$ cat src/rtl/mfmt_pkg.sv
`default_nettype none
package mfmt_pkg;

  localparam int unsigned GROUP_SIZE = 3;
  localparam int unsigned SLOT_COUNT = 6;
  localparam int unsigned SCALE_SHIFT = 13;

  localparam logic signed [16:0] WRAP_LIMIT = 17'sd6000;
  localparam logic signed [15:0] TURNS_MAX = 16'sh7fff;
  localparam logic signed [15:0] TURNS_MIN = 16'sh8000;

  localparam logic [1:0] REG_LOW_BASE  = 2'd0;
  localparam logic [1:0] REG_HIGH_BASE = 2'd1;
  localparam logic [1:0] REG_LAST_ID   = 2'd2;

  localparam logic [10:0] LOW_BASE_RESET  = 11'd513;
  localparam logic [10:0] HIGH_BASE_RESET = 11'd517;
  localparam logic [10:0] LAST_ID_RESET   = 11'd519;

  typedef struct packed {
    logic [10:0] low_base;
    logic [10:0] high_base;
    logic [10:0] last_id;
  } mfmt_cfg_t;

  typedef struct packed {
    logic [2:0]         slot;
    logic               high;
    logic [15:0]        angle;
    logic signed [15:0] speed;
    logic signed [15:0] torque;
    logic [7:0]         temperature;
  } mfmt_req_t;

endpackage
`default_nettype wire

$ cat src/rtl/mfmt_front.sv
`default_nettype none
module mfmt_front (
  input  wire logic              frame_valid,
  output logic                   frame_stall,
  input  wire logic [10:0]       frame_id,
  input  wire logic [7:0]        byte_zero,
  input  wire logic [7:0]        byte_one,
  input  wire logic [7:0]        byte_two,
  input  wire logic [7:0]        byte_three,
  input  wire logic [7:0]        byte_four,
  input  wire logic [7:0]        byte_five,
  input  wire logic [7:0]        byte_six,
  input  wire mfmt_pkg::mfmt_cfg_t cfg,
  input  wire logic              q_full,
  output logic                   push,
  output mfmt_pkg::mfmt_req_t    req
);

  logic [10:0] low_off;
  logic [10:0] high_off;
  logic        in_window;
  logic        low_hit;
  logic        high_hit;

  assign low_off   = frame_id - cfg.low_base;
  assign high_off  = frame_id - cfg.high_base;
  assign in_window = (frame_id >= cfg.low_base) && (frame_id <= cfg.last_id);
  assign low_hit   = low_off < 11'(mfmt_pkg::GROUP_SIZE);
  assign high_hit  = (frame_id >= cfg.high_base) && (high_off < 11'(mfmt_pkg::GROUP_SIZE));

  assign frame_stall = q_full;
  // drop frames with no slot at the door
  assign push = frame_valid && !q_full && in_window && (low_hit || high_hit);

  always_comb begin
    req.high        = !low_hit;
    req.slot        = low_hit ? low_off[2:0]
                              : 3'(mfmt_pkg::GROUP_SIZE) + high_off[2:0];
    req.angle       = {byte_zero, byte_one};
    req.speed       = {byte_two, byte_three};
    req.torque      = {byte_four, byte_five};
    req.temperature = low_hit ? 8'd0 : byte_six;
  end

endmodule
`default_nettype wire

$ cat src/rtl/mfmt_queue.sv
`default_nettype none
module mfmt_queue #(
  parameter int unsigned DEPTH = 4
) (
  input  wire logic                clk,
  input  wire logic                rst,
  input  wire logic                push,
  input  wire mfmt_pkg::mfmt_req_t push_req,
  output logic                     full,
  input  wire logic                pop,
  output logic                     head_valid,
  output mfmt_pkg::mfmt_req_t      head_req
);

  localparam int unsigned PTR_W = (DEPTH > 1) ? $clog2(DEPTH) : 1;
  localparam int unsigned CNT_W = $clog2(DEPTH + 1);

  mfmt_pkg::mfmt_req_t entries [DEPTH];
  logic [PTR_W-1:0] wr_ptr;
  logic [PTR_W-1:0] rd_ptr;
  logic [CNT_W-1:0] count;
  logic             do_pop;

  assign full       = count == CNT_W'(DEPTH);
  assign head_valid = count != '0;
  assign head_req   = entries[rd_ptr];
  assign do_pop     = pop && head_valid;

  always_ff @(posedge clk) begin
    if (push) begin
      entries[wr_ptr] <= push_req;
    end
  end

  always_ff @(posedge clk) begin
    if (rst) begin
      wr_ptr <= '0;
      rd_ptr <= '0;
      count  <= '0;
    end else begin
      if (push) begin
        wr_ptr <= (wr_ptr == PTR_W'(DEPTH - 1)) ? '0 : wr_ptr + 1'b1;
      end
      if (do_pop) begin
        rd_ptr <= (rd_ptr == PTR_W'(DEPTH - 1)) ? '0 : rd_ptr + 1'b1;
      end
      if (push && !do_pop) begin
        count <= count + 1'b1;
      end else if (do_pop && !push) begin
        count <= count - 1'b1;
      end
    end
  end

endmodule
`default_nettype wire

$ cat src/rtl/mfmt_back.sv
`default_nettype none
module mfmt_back (
  input  wire logic                clk,
  input  wire logic                rst,
  input  wire logic                head_valid,
  input  wire mfmt_pkg::mfmt_req_t head_req,
  output logic                     pop,
  output logic                     result_valid,
  input  wire logic                result_stall,
  output logic [2:0]               slot,
  output logic [15:0]              angle,
  output logic signed [15:0]       speed,
  output logic signed [15:0]       torque_or_current,
  output logic [7:0]               temperature,
  output logic signed [15:0]       turns,
  output logic signed [29:0]       total_angle,
  output logic [31:0]              frame_count
);

  logic [15:0]        prev_angle [mfmt_pkg::SLOT_COUNT];
  logic signed [15:0] turn_cnt   [mfmt_pkg::SLOT_COUNT];
  logic [31:0]        frames     [mfmt_pkg::SLOT_COUNT];

  // update stage
  logic                s1_valid;
  mfmt_pkg::mfmt_req_t s1_req;
  logic signed [15:0]  s1_turns;
  logic [31:0]         s1_count;

  logic                s1_load;
  logic                s2_load;
  logic signed [16:0]  delta;
  logic signed [15:0]  turns_next;
  logic [31:0]         count_next;
  logic signed [29:0]  turns_wide;
  logic signed [29:0]  total_next;

  assign s2_load = !result_valid || !result_stall;
  assign s1_load = !s1_valid || s2_load;
  assign pop     = head_valid && s1_load;

  always_comb begin
    delta = $signed({1'b0, head_req.angle}) - $signed({1'b0, prev_angle[head_req.slot]});
    turns_next = turn_cnt[head_req.slot];
    // a jump of more than the limit is an encoder wrap
    if (delta < -mfmt_pkg::WRAP_LIMIT && turns_next != mfmt_pkg::TURNS_MAX) begin
      turns_next = turns_next + 16'sd1;
    end else if (delta > mfmt_pkg::WRAP_LIMIT && turns_next != mfmt_pkg::TURNS_MIN) begin
      turns_next = turns_next - 16'sd1;
    end
    count_next = frames[head_req.slot] + 32'd1;
  end

  always_comb begin
    turns_wide = 30'(s1_turns);
    // high group scales by 8192, low group by 8191
    total_next = $signed({14'd0, s1_req.angle}) + (turns_wide <<< mfmt_pkg::SCALE_SHIFT)
               - (s1_req.high ? 30'sd0 : turns_wide);
  end

  always_ff @(posedge clk) begin
    if (rst) begin
      for (int i = 0; i < mfmt_pkg::SLOT_COUNT; i++) begin
        prev_angle[i] <= '0;
        turn_cnt[i]   <= '0;
        frames[i]     <= '0;
      end
    end else if (pop) begin
      prev_angle[head_req.slot] <= head_req.angle;
      turn_cnt[head_req.slot]   <= turns_next;
      frames[head_req.slot]     <= count_next;
    end
  end

  always_ff @(posedge clk) begin
    if (rst) begin
      s1_valid     <= 1'b0;
      result_valid <= 1'b0;
    end else begin
      if (s1_load) begin
        s1_valid <= pop;
      end
      if (s2_load) begin
        result_valid <= s1_valid;
      end
    end
  end

  always_ff @(posedge clk) begin
    if (pop) begin
      s1_req   <= head_req;
      s1_turns <= turns_next;
      s1_count <= count_next;
    end
    if (s2_load && s1_valid) begin
      slot              <= s1_req.slot;
      angle             <= s1_req.angle;
      speed             <= s1_req.speed;
      torque_or_current <= s1_req.torque;
      temperature       <= s1_req.temperature;
      turns             <= s1_turns;
      total_angle       <= total_next;
      frame_count       <= s1_count;
    end
  end

endmodule
`default_nettype wire

$ cat src/rtl/motor_feedback_multiturn_tracker_top.sv
`default_nettype none
// Multi-turn angle tracker for motor feedback frames. Each frame (identifier and
// seven payload bytes) is checked against the identifier window, mapped to one
// of six motor slots and queued; the back end then updates that slot's turn
// count and frame count and reports angle, speed, torque or current,
// temperature, turns and total angle. Frames with no slot give no result. The
// block takes one frame per clock and a taken frame passes through its queue
// entry, the slot state update and the total angle stage in turn; the front
// stalls only when the QUEUE_DEPTH-entry queue is full, which happens when the
// result side holds off. Registers: 0x0 low group base, 0x4 high group base,
// 0x8 last accepted identifier; write them only while the block is idle.
module motor_feedback_multiturn_tracker_top #(
  parameter int unsigned QUEUE_DEPTH = 4
) (
  input  wire logic              clk,
  input  wire logic              rst,
  input  wire logic              psel,
  input  wire logic              penable,
  input  wire logic              pwrite,
  input  wire logic [3:0]        paddr,
  input  wire logic [31:0]       pwdata,
  output logic [31:0]            prdata,
  output logic                   pready,
  input  wire logic              frame_valid,
  output logic                   frame_stall,
  input  wire logic [10:0]       frame_id,
  input  wire logic [7:0]        byte_zero,
  input  wire logic [7:0]        byte_one,
  input  wire logic [7:0]        byte_two,
  input  wire logic [7:0]        byte_three,
  input  wire logic [7:0]        byte_four,
  input  wire logic [7:0]        byte_five,
  input  wire logic [7:0]        byte_six,
  output logic                   result_valid,
  input  wire logic              result_stall,
  output logic [2:0]             slot,
  output logic [15:0]            angle,
  output logic signed [15:0]     speed,
  output logic signed [15:0]     torque_or_current,
  output logic [7:0]             temperature,
  output logic signed [15:0]     turns,
  output logic signed [29:0]     total_angle,
  output logic [31:0]            frame_count
);

  mfmt_pkg::mfmt_cfg_t cfg;
  mfmt_pkg::mfmt_req_t push_req;
  mfmt_pkg::mfmt_req_t head_req;
  logic                push;
  logic                q_full;
  logic                head_valid;
  logic                pop;
  logic                cfg_write;

  assign pready    = 1'b1;
  assign cfg_write = psel && penable && pwrite;

  always_ff @(posedge clk) begin
    if (rst) begin
      cfg.low_base  <= mfmt_pkg::LOW_BASE_RESET;
      cfg.high_base <= mfmt_pkg::HIGH_BASE_RESET;
      cfg.last_id   <= mfmt_pkg::LAST_ID_RESET;
    end else if (cfg_write) begin
      case (paddr[3:2])
        mfmt_pkg::REG_LOW_BASE:  cfg.low_base  <= pwdata[10:0];
        mfmt_pkg::REG_HIGH_BASE: cfg.high_base <= pwdata[10:0];
        mfmt_pkg::REG_LAST_ID:   cfg.last_id   <= pwdata[10:0];
        default: ;
      endcase
    end
  end

  always_comb begin
    case (paddr[3:2])
      mfmt_pkg::REG_LOW_BASE:  prdata = {21'd0, cfg.low_base};
      mfmt_pkg::REG_HIGH_BASE: prdata = {21'd0, cfg.high_base};
      mfmt_pkg::REG_LAST_ID:   prdata = {21'd0, cfg.last_id};
      default:                 prdata = 32'd0;
    endcase
  end

  mfmt_front u_front (
    .frame_valid (frame_valid),
    .frame_stall (frame_stall),
    .frame_id    (frame_id),
    .byte_zero   (byte_zero),
    .byte_one    (byte_one),
    .byte_two    (byte_two),
    .byte_three  (byte_three),
    .byte_four   (byte_four),
    .byte_five   (byte_five),
    .byte_six    (byte_six),
    .cfg         (cfg),
    .q_full      (q_full),
    .push        (push),
    .req         (push_req)
  );

  mfmt_queue #(
    .DEPTH (QUEUE_DEPTH)
  ) u_queue (
    .clk        (clk),
    .rst        (rst),
    .push       (push),
    .push_req   (push_req),
    .full       (q_full),
    .pop        (pop),
    .head_valid (head_valid),
    .head_req   (head_req)
  );

  mfmt_back u_back (
    .clk               (clk),
    .rst               (rst),
    .head_valid        (head_valid),
    .head_req          (head_req),
    .pop               (pop),
    .result_valid      (result_valid),
    .result_stall      (result_stall),
    .slot              (slot),
    .angle             (angle),
    .speed             (speed),
    .torque_or_current (torque_or_current),
    .temperature       (temperature),
    .turns             (turns),
    .total_angle       (total_angle),
    .frame_count       (frame_count)
  );

endmodule
`default_nettype wire

$ cat config.mk
export PLATFORM = sky130hd
export DESIGN_NAME = motor_feedback_multiturn_tracker_top
export DESIGN_NICKNAME = d
export VERILOG_FILES = /design/src/rtl/mfmt_pkg.sv /design/src/rtl/mfmt_front.sv /design/src/rtl/mfmt_queue.sv /design/src/rtl/mfmt_back.sv /design/src/rtl/motor_feedback_multiturn_tracker_top.sv
export SDC_FILE = /design/constraint.sdc
export NUM_CORES = 2
export LEC_CHECK = 0
export BUFFER_PORTS_ARGS = -buffer_cell sky130_fd_sc_hd__buf_2
export CAP_MARGIN = 25
export CORE_MARGIN = 2
export CORE_UTILIZATION = 50
export DETAILED_ROUTE_END_ITERATION = 10
export PLACE_DENSITY = 0.8
export SLEW_MARGIN = 20
export SYNTH_ARGS = -nofsm -noshare
export SYNTH_HDL_FRONTEND = slang
export SYNTH_SLANG_ARGS = --single-unit
$ cat constraint.sdc
create_clock -name clk -period 13.4 [get_ports clk]
set_input_delay 2.68 -clock clk [delete_from_list [all_inputs] [get_ports clk]]
set_output_delay 2.68 -clock clk [all_outputs]
set_load 0.05 [all_outputs]
# Word level (Yosys, flattened, before mapping)
# Memory sizes are Yosys's and may differ from the RTL's. A register that Yosys moved wholly into a read port is not among the register bits.
# Cells that the tools add are included.
# word_totals
reg_bits	287
latch_bits	0
ramBits	624
mem_bits_ro	0
inputBits	110
n_memories	4
# classes
add_sub_neg	13
multipliers	0
div_mod_pow	0
order_cmp	7
n_eq_ne	7
shift	0
muxes	28
bitwise_logic	0
n_reduce_logical	33
# mem_list
name	depth	word_bits	read_ports	rd_ports_with_merged_regs	wr	line_no	text
u_queue.entries	4	60	1	1	1	mfmt_queue.sv:18	mfmt_pkg::mfmt_req_t entries [DEPTH];
u_back.frames	6	32	1	0	6	mfmt_back.sv:22	logic [31:0] frames [mfmt_pkg::SLOT_COUNT];
u_back.prev_angle	6	16	1	0	6	mfmt_back.sv:20	logic [15:0] prev_angle [mfmt_pkg::SLOT_COUNT];
u_back.turn_cnt	6	16	1	0	6	mfmt_back.sv:21	logic signed [15:0] turn_cnt [mfmt_pkg::SLOT_COUNT];
# ops
op	count
16-bit 2-to-1 mux	4
11-bit case mux with 3 select lines	1
32-bit by 1-bit adder with 32-bit output, second input constant	1
32-bit 2-to-1 mux	1
16-bit inequality test, second input constant	2
16-bit OR reduction	2
32-bit OR reduction	1
17-bit by 29-bit adder with 30-bit output	1
30-bit 2-to-1 mux	1
30-bit subtractor	1
11-bit >= comparator	2
11-bit by 2-bit < comparator with 1-bit output, second input constant	2
11-bit subtractor	2
3-bit 2-to-1 mux	6
17-bit by 14-bit greater-than comparator with 1-bit output, second input constant	1
17-bit by 14-bit < comparator with 1-bit output, second input constant	1
16-bit by 16-bit subtractor with 17-bit output	1
16-bit by 2-bit adder with 16-bit output, second input constant	1
16-bit by 2-bit subtractor with 16-bit output, second input constant	1
1-bit logical AND	14
11-bit less-or-equal comparator	1
1-bit 2-to-1 mux	10
2-bit 2-to-1 mux	4
8-bit 2-to-1 mux	1
13 further kinds	26

# Depth between registers and ports, before layout
# logic_depth
ltp_word	9
depth_mapped	30
depth_no_buf	19

# By module
# From an unflattened synthesis, not the netlist that was laid out.
# unflattened
hier_cells	3094
hier_area_um2	47117.7
# modules_own_cells
module	instances	cells_each	area_each_um2	seq_area_each_um2
mfmt_back	1	2279	34267.9	22771.8
mfmt_queue	1	358	9181.3	7387.1
mfmt_front	1	270	1943.1	0.0
motor_feedback_multiturn_tracker_top	1	187	1725.4	660.6

# Worst setup path before layout
# No wires, ideal clock.
# synth_path
path_kind	in2reg
from	input port result_stall
to	register u_back.angle[0] (enable)
setup_ns	0.841
arrival_time_ns	12.577
required_time_ns	12.559
path_slack_ns	-0.018
cell_stages	1
path_buffers	0
path_cell_list	a21boi_0
# synth_via
elab_chain_len	3
# synth_lines
item	line_no	text
start, declared	motor_feedback_multiturn_tracker_top.sv:35	input wire logic result_stall,
1-bit logical NOT	mfmt_back.sv:38	assign s2_load = !result_valid || !result_stall;
1-bit logical OR	mfmt_back.sv:38	
1-bit logical AND	mfmt_back.sv:95	if (s2_load && s1_valid) begin
end signal, assigned	mfmt_back.sv:97	angle <= s1_req.angle;
end, declared	mfmt_back.sv:11	output logic [15:0] angle,
# No other way between the ends.
# A chain may end at the register's enable or synchronous reset.

==> results.ini <==
[sta]
relSlewSlack=0.2947
hold_slack_ns=0.3981
tightest_slew_ns=1.058
hold_viol=0
rsz0062_at_grt=no
setup_viol=0
finalMaxSlewViolations=0
final.setup.worst_slack_ns=4.340
fin_worst_skew_ns=0.05052
fmax_mhz=110.4
min_period_ns=9.060
fin_setup_tns_ns=0
post-route-period-util=0.6761

[drt]
first_iter_violations=2588
wirelength_um=107900
drc_errors=0
via_count=27193
postRouteAntennaNets=0
wire_per_inst_um=23.62
vias_per_cell=5.950
drt_pass1_iterations=6

[clocking]
clock_sinks=1041
cts_resized=0
cts_hold_buf=0
tritoncts=done
cts_root_buf=clkbuf_16
htree_num_levels=3
postCtsSetupRepairBufs=0
cts-buffers-inserted=98
clk_pin_slew_ns=0.06
clk_latency_ns=0.70
clk_path_buf_depth=3

[final_layout]
nets=3520
fill_cells=6816
final_area_mm2=0.05153
final_cells=4570
layout-drive-gt1-share=0.1867
syn2layout_area_growth_pct=11.79
post-route-util=0.5630

[synthesis]
synth_top_flop_cell=edfxtp_1
yosysMostFrequentCell=edfxtp_1
synthTopCellsByCount=997 x edfxtp_1, 357 x nor2_1, 180 x nand2_1, 155 x mux4_2, 143 x inv_1
syn_inst=3054
ys_warn_count=0
seq_area_frac_synth=0.6686
yosys.area.top_type_share=0.6495
ys_ff_latch=1041
async_flop_share=0
synth_area_per_cell_um2=15.09
synth_edf_count=997
yosys.area.top_type=edfxtp_1
yosys-top-cells-area=edfxtp_1 65%, mux4_2 7.6%, ha_1 3.0%, nor2_1 2.9%, mux2i_1 2.8%
yosysUniqueCellTypes=102
netlist_area_mm2=0.04609

[critical_path]
cp.required_ns=13.77
reg2reg_slack_ns=4.34
r2r_cells=20
cp_max_fo=64
cp-end-kind=flip-flop
worst-setup-path-type=reg2reg
startpoint_type=flip-flop
cp.arrival_ns=9.42
timing.rr.end=u_back.turn_cnt[5][7]$_DFFE_PP_

[flow_run]
drv_cap=0

[grt]
grt_use_total=0.2264
grt_first_pass_wirelength_um=162800
grt_max_degree=76
antenna_found_initial=12
grt_pass1_vias=27453
overflow=0

[min_path]
hold_path_startpoint=u_back.s1_count[14]$_DFFE_PP_
min_to=u_back.frame_count[14]$_DFFE_PP_
hold_path_class=reg2reg
min_path_cells=0

[floorplanning]
rows=111
start_util=0.5036
num_io_pins=282
core_area_mm2=0.09152
die-area_mm2=0.09463
die_x_um=307.6
fp.dieH_um=307.6

[pwr]
powerDensity_mw_per_mm2=253.2
p_total_mw=13.05
p_leak_nw=18.86
ir_worst_vdd_uv=148.1

[placement]
postPlaceCellArea_mm2=0.04831
port_buffers=236
pre_cts_ws_ns=4.401
hpwl_um=62910
dp.cells=4375
gp_congestion=0.8973

[outcome]
status=complete, no violations

## routing by layer
| layer | routed length, um | track usage | vias up |
|---|---|---|---|
| met1 | 40420 | 0.2874 | 13647 |
| met4 | 4040 | 0.09109 | 2 |
| li1 | - | - | 12015 |
| met5 | 11 | 0 | - |
| met3 | 8337 | 0.03083 | 244 |
| met2 | 55140 | 0.3937 | 1285 |
## placed cells by master (no fill, tap or decap), drive strengths merged, types with 9 or more instances in the layout
master | synthesis | routed
edfxtp | 997 | 997
a21o | 27 | 27
dfxtp | 44 | 44
ha | 112 | 112
buf | 87 | 273
mux2i | 127 | 127
and3 | 20 | 20
o21a | 13 | 13
o21ai | 54 | 54
mux4 | 163 | 163
nand2 | 182 | 182
a21oi | 135 | 135
or2 | 10 | 10
nor3b | 12 | 12
or3 | 27 | 27
nor4 | 11 | 11
nand3 | 53 | 53
xnor2 | 34 | 34
o211ai | 9 | 9
a22oi | 13 | 13
diode | 0 | 10
and2 | 49 | 49
nor2 | 358 | 358
nand2b | 34 | 34
o311ai | 9 | 9
inv | 147 | 150
xor2 | 37 | 37
nor2b | 24 | 24
nand4 | 20 | 20
nor3 | 36 | 36
conb | 2 | 22
clkinv | 0 | 51
clkbuf | 70 | 122
## worst max-delay path, cell delays in order, from the launching register on
cell and delay [ns]:
dfxtp_2 0.95, buf_4 0.59, mux2i_1 0.16, mux2_2 0.50, inv_6 0.72, buf_4 0.87
mux4_2 0.60, nand2_1 0.08, nand2_1 0.07, ha_1 0.21, fa_1 0.41, nor2b_1 0.17
o221ai_1 0.27, a22oi_1 0.40, a31o_2 0.25, a31oi_1 0.30, and2_1 0.27, a22oi_1 0.72
nor3_1 0.14, a211oi_1 0.80, nor2_1 0.18
## final cells by class
type	instances	area, um2	share of cell area
flip-flops and latches	1041	30820	0.5982
inverters	147	566.8	0.01100
clock inverters	62	634.4	0.01231
repair buffers	273	1504	0.02919
clock buffers	122	2542	0.04934
multi-input cells	1729	13950	0.2707
well taps	1186	1484	0.02880
diodes	10	25.02	0.0004856
## state kept, by name, summed over array words and instances (netlist names), 8 cells and up, named ones only
signal / flops
cfg: 33
u_back.angle: 16
u_back.frame_count: 32
u_back.frames: 256
u_back.prev_angle: 128
u_back.s1_count: 32
u_back.s1_req: 60
u_back.s1_turns: 16
u_back.speed: 16
u_back.temperature: 8
u_back.torque_or_current: 16
u_back.total_angle: 30
u_back.turn_cnt: 128
u_back.turns: 16
u_queue.entries: 240
## kinds of logic (layout without fill, tap and decap cells)
kind of cell	count (synthesis)	after routing	share of synthesized area
flip-flops	1041	1041	0.6686
AND/OR/NAND/NOR	861	861	0.08963
AO/OA/AOI/OAI	358	358	0.05076
buffers and inverters	304	604	0.03287
multiplexers	297	297	0.1097
adder cells (fa/ha/maj)	120	120	0.03388
XOR/XNOR	71	71	0.01439
other	2	32	0.0001629
## power breakdown
group	switching, mW	internal, mW	total [mW]
logic	3.64	1.83	5.47
clock network	1.24	1.50	2.74
registers	0.279	4.56	4.84
## worst max-delay path by stage
stage / startpoint / cells past startpoint / to
2_1_floorplan: result_stall / 1 / u_back.angle[0]$_DFFE_PP_
3_3_place_gp: flip-flop / 20 / u_back.turn_cnt[5][7]$_DFFE_PP_
3_5_place_dp: flip-flop / 20 / u_back.turn_cnt[7][7]$_DFFE_PP_
4_1_cts: flip-flop / 20 / u_back.turn_cnt[5][7]$_DFFE_PP_
5_1_grt: flip-flop / 20 / u_back.turn_cnt[7][7]$_DFFE_PP_
6_report: flip-flop / 20 / u_back.turn_cnt[5][7]$_DFFE_PP_
Note: power is estimated with default switching activity, not from simulation.
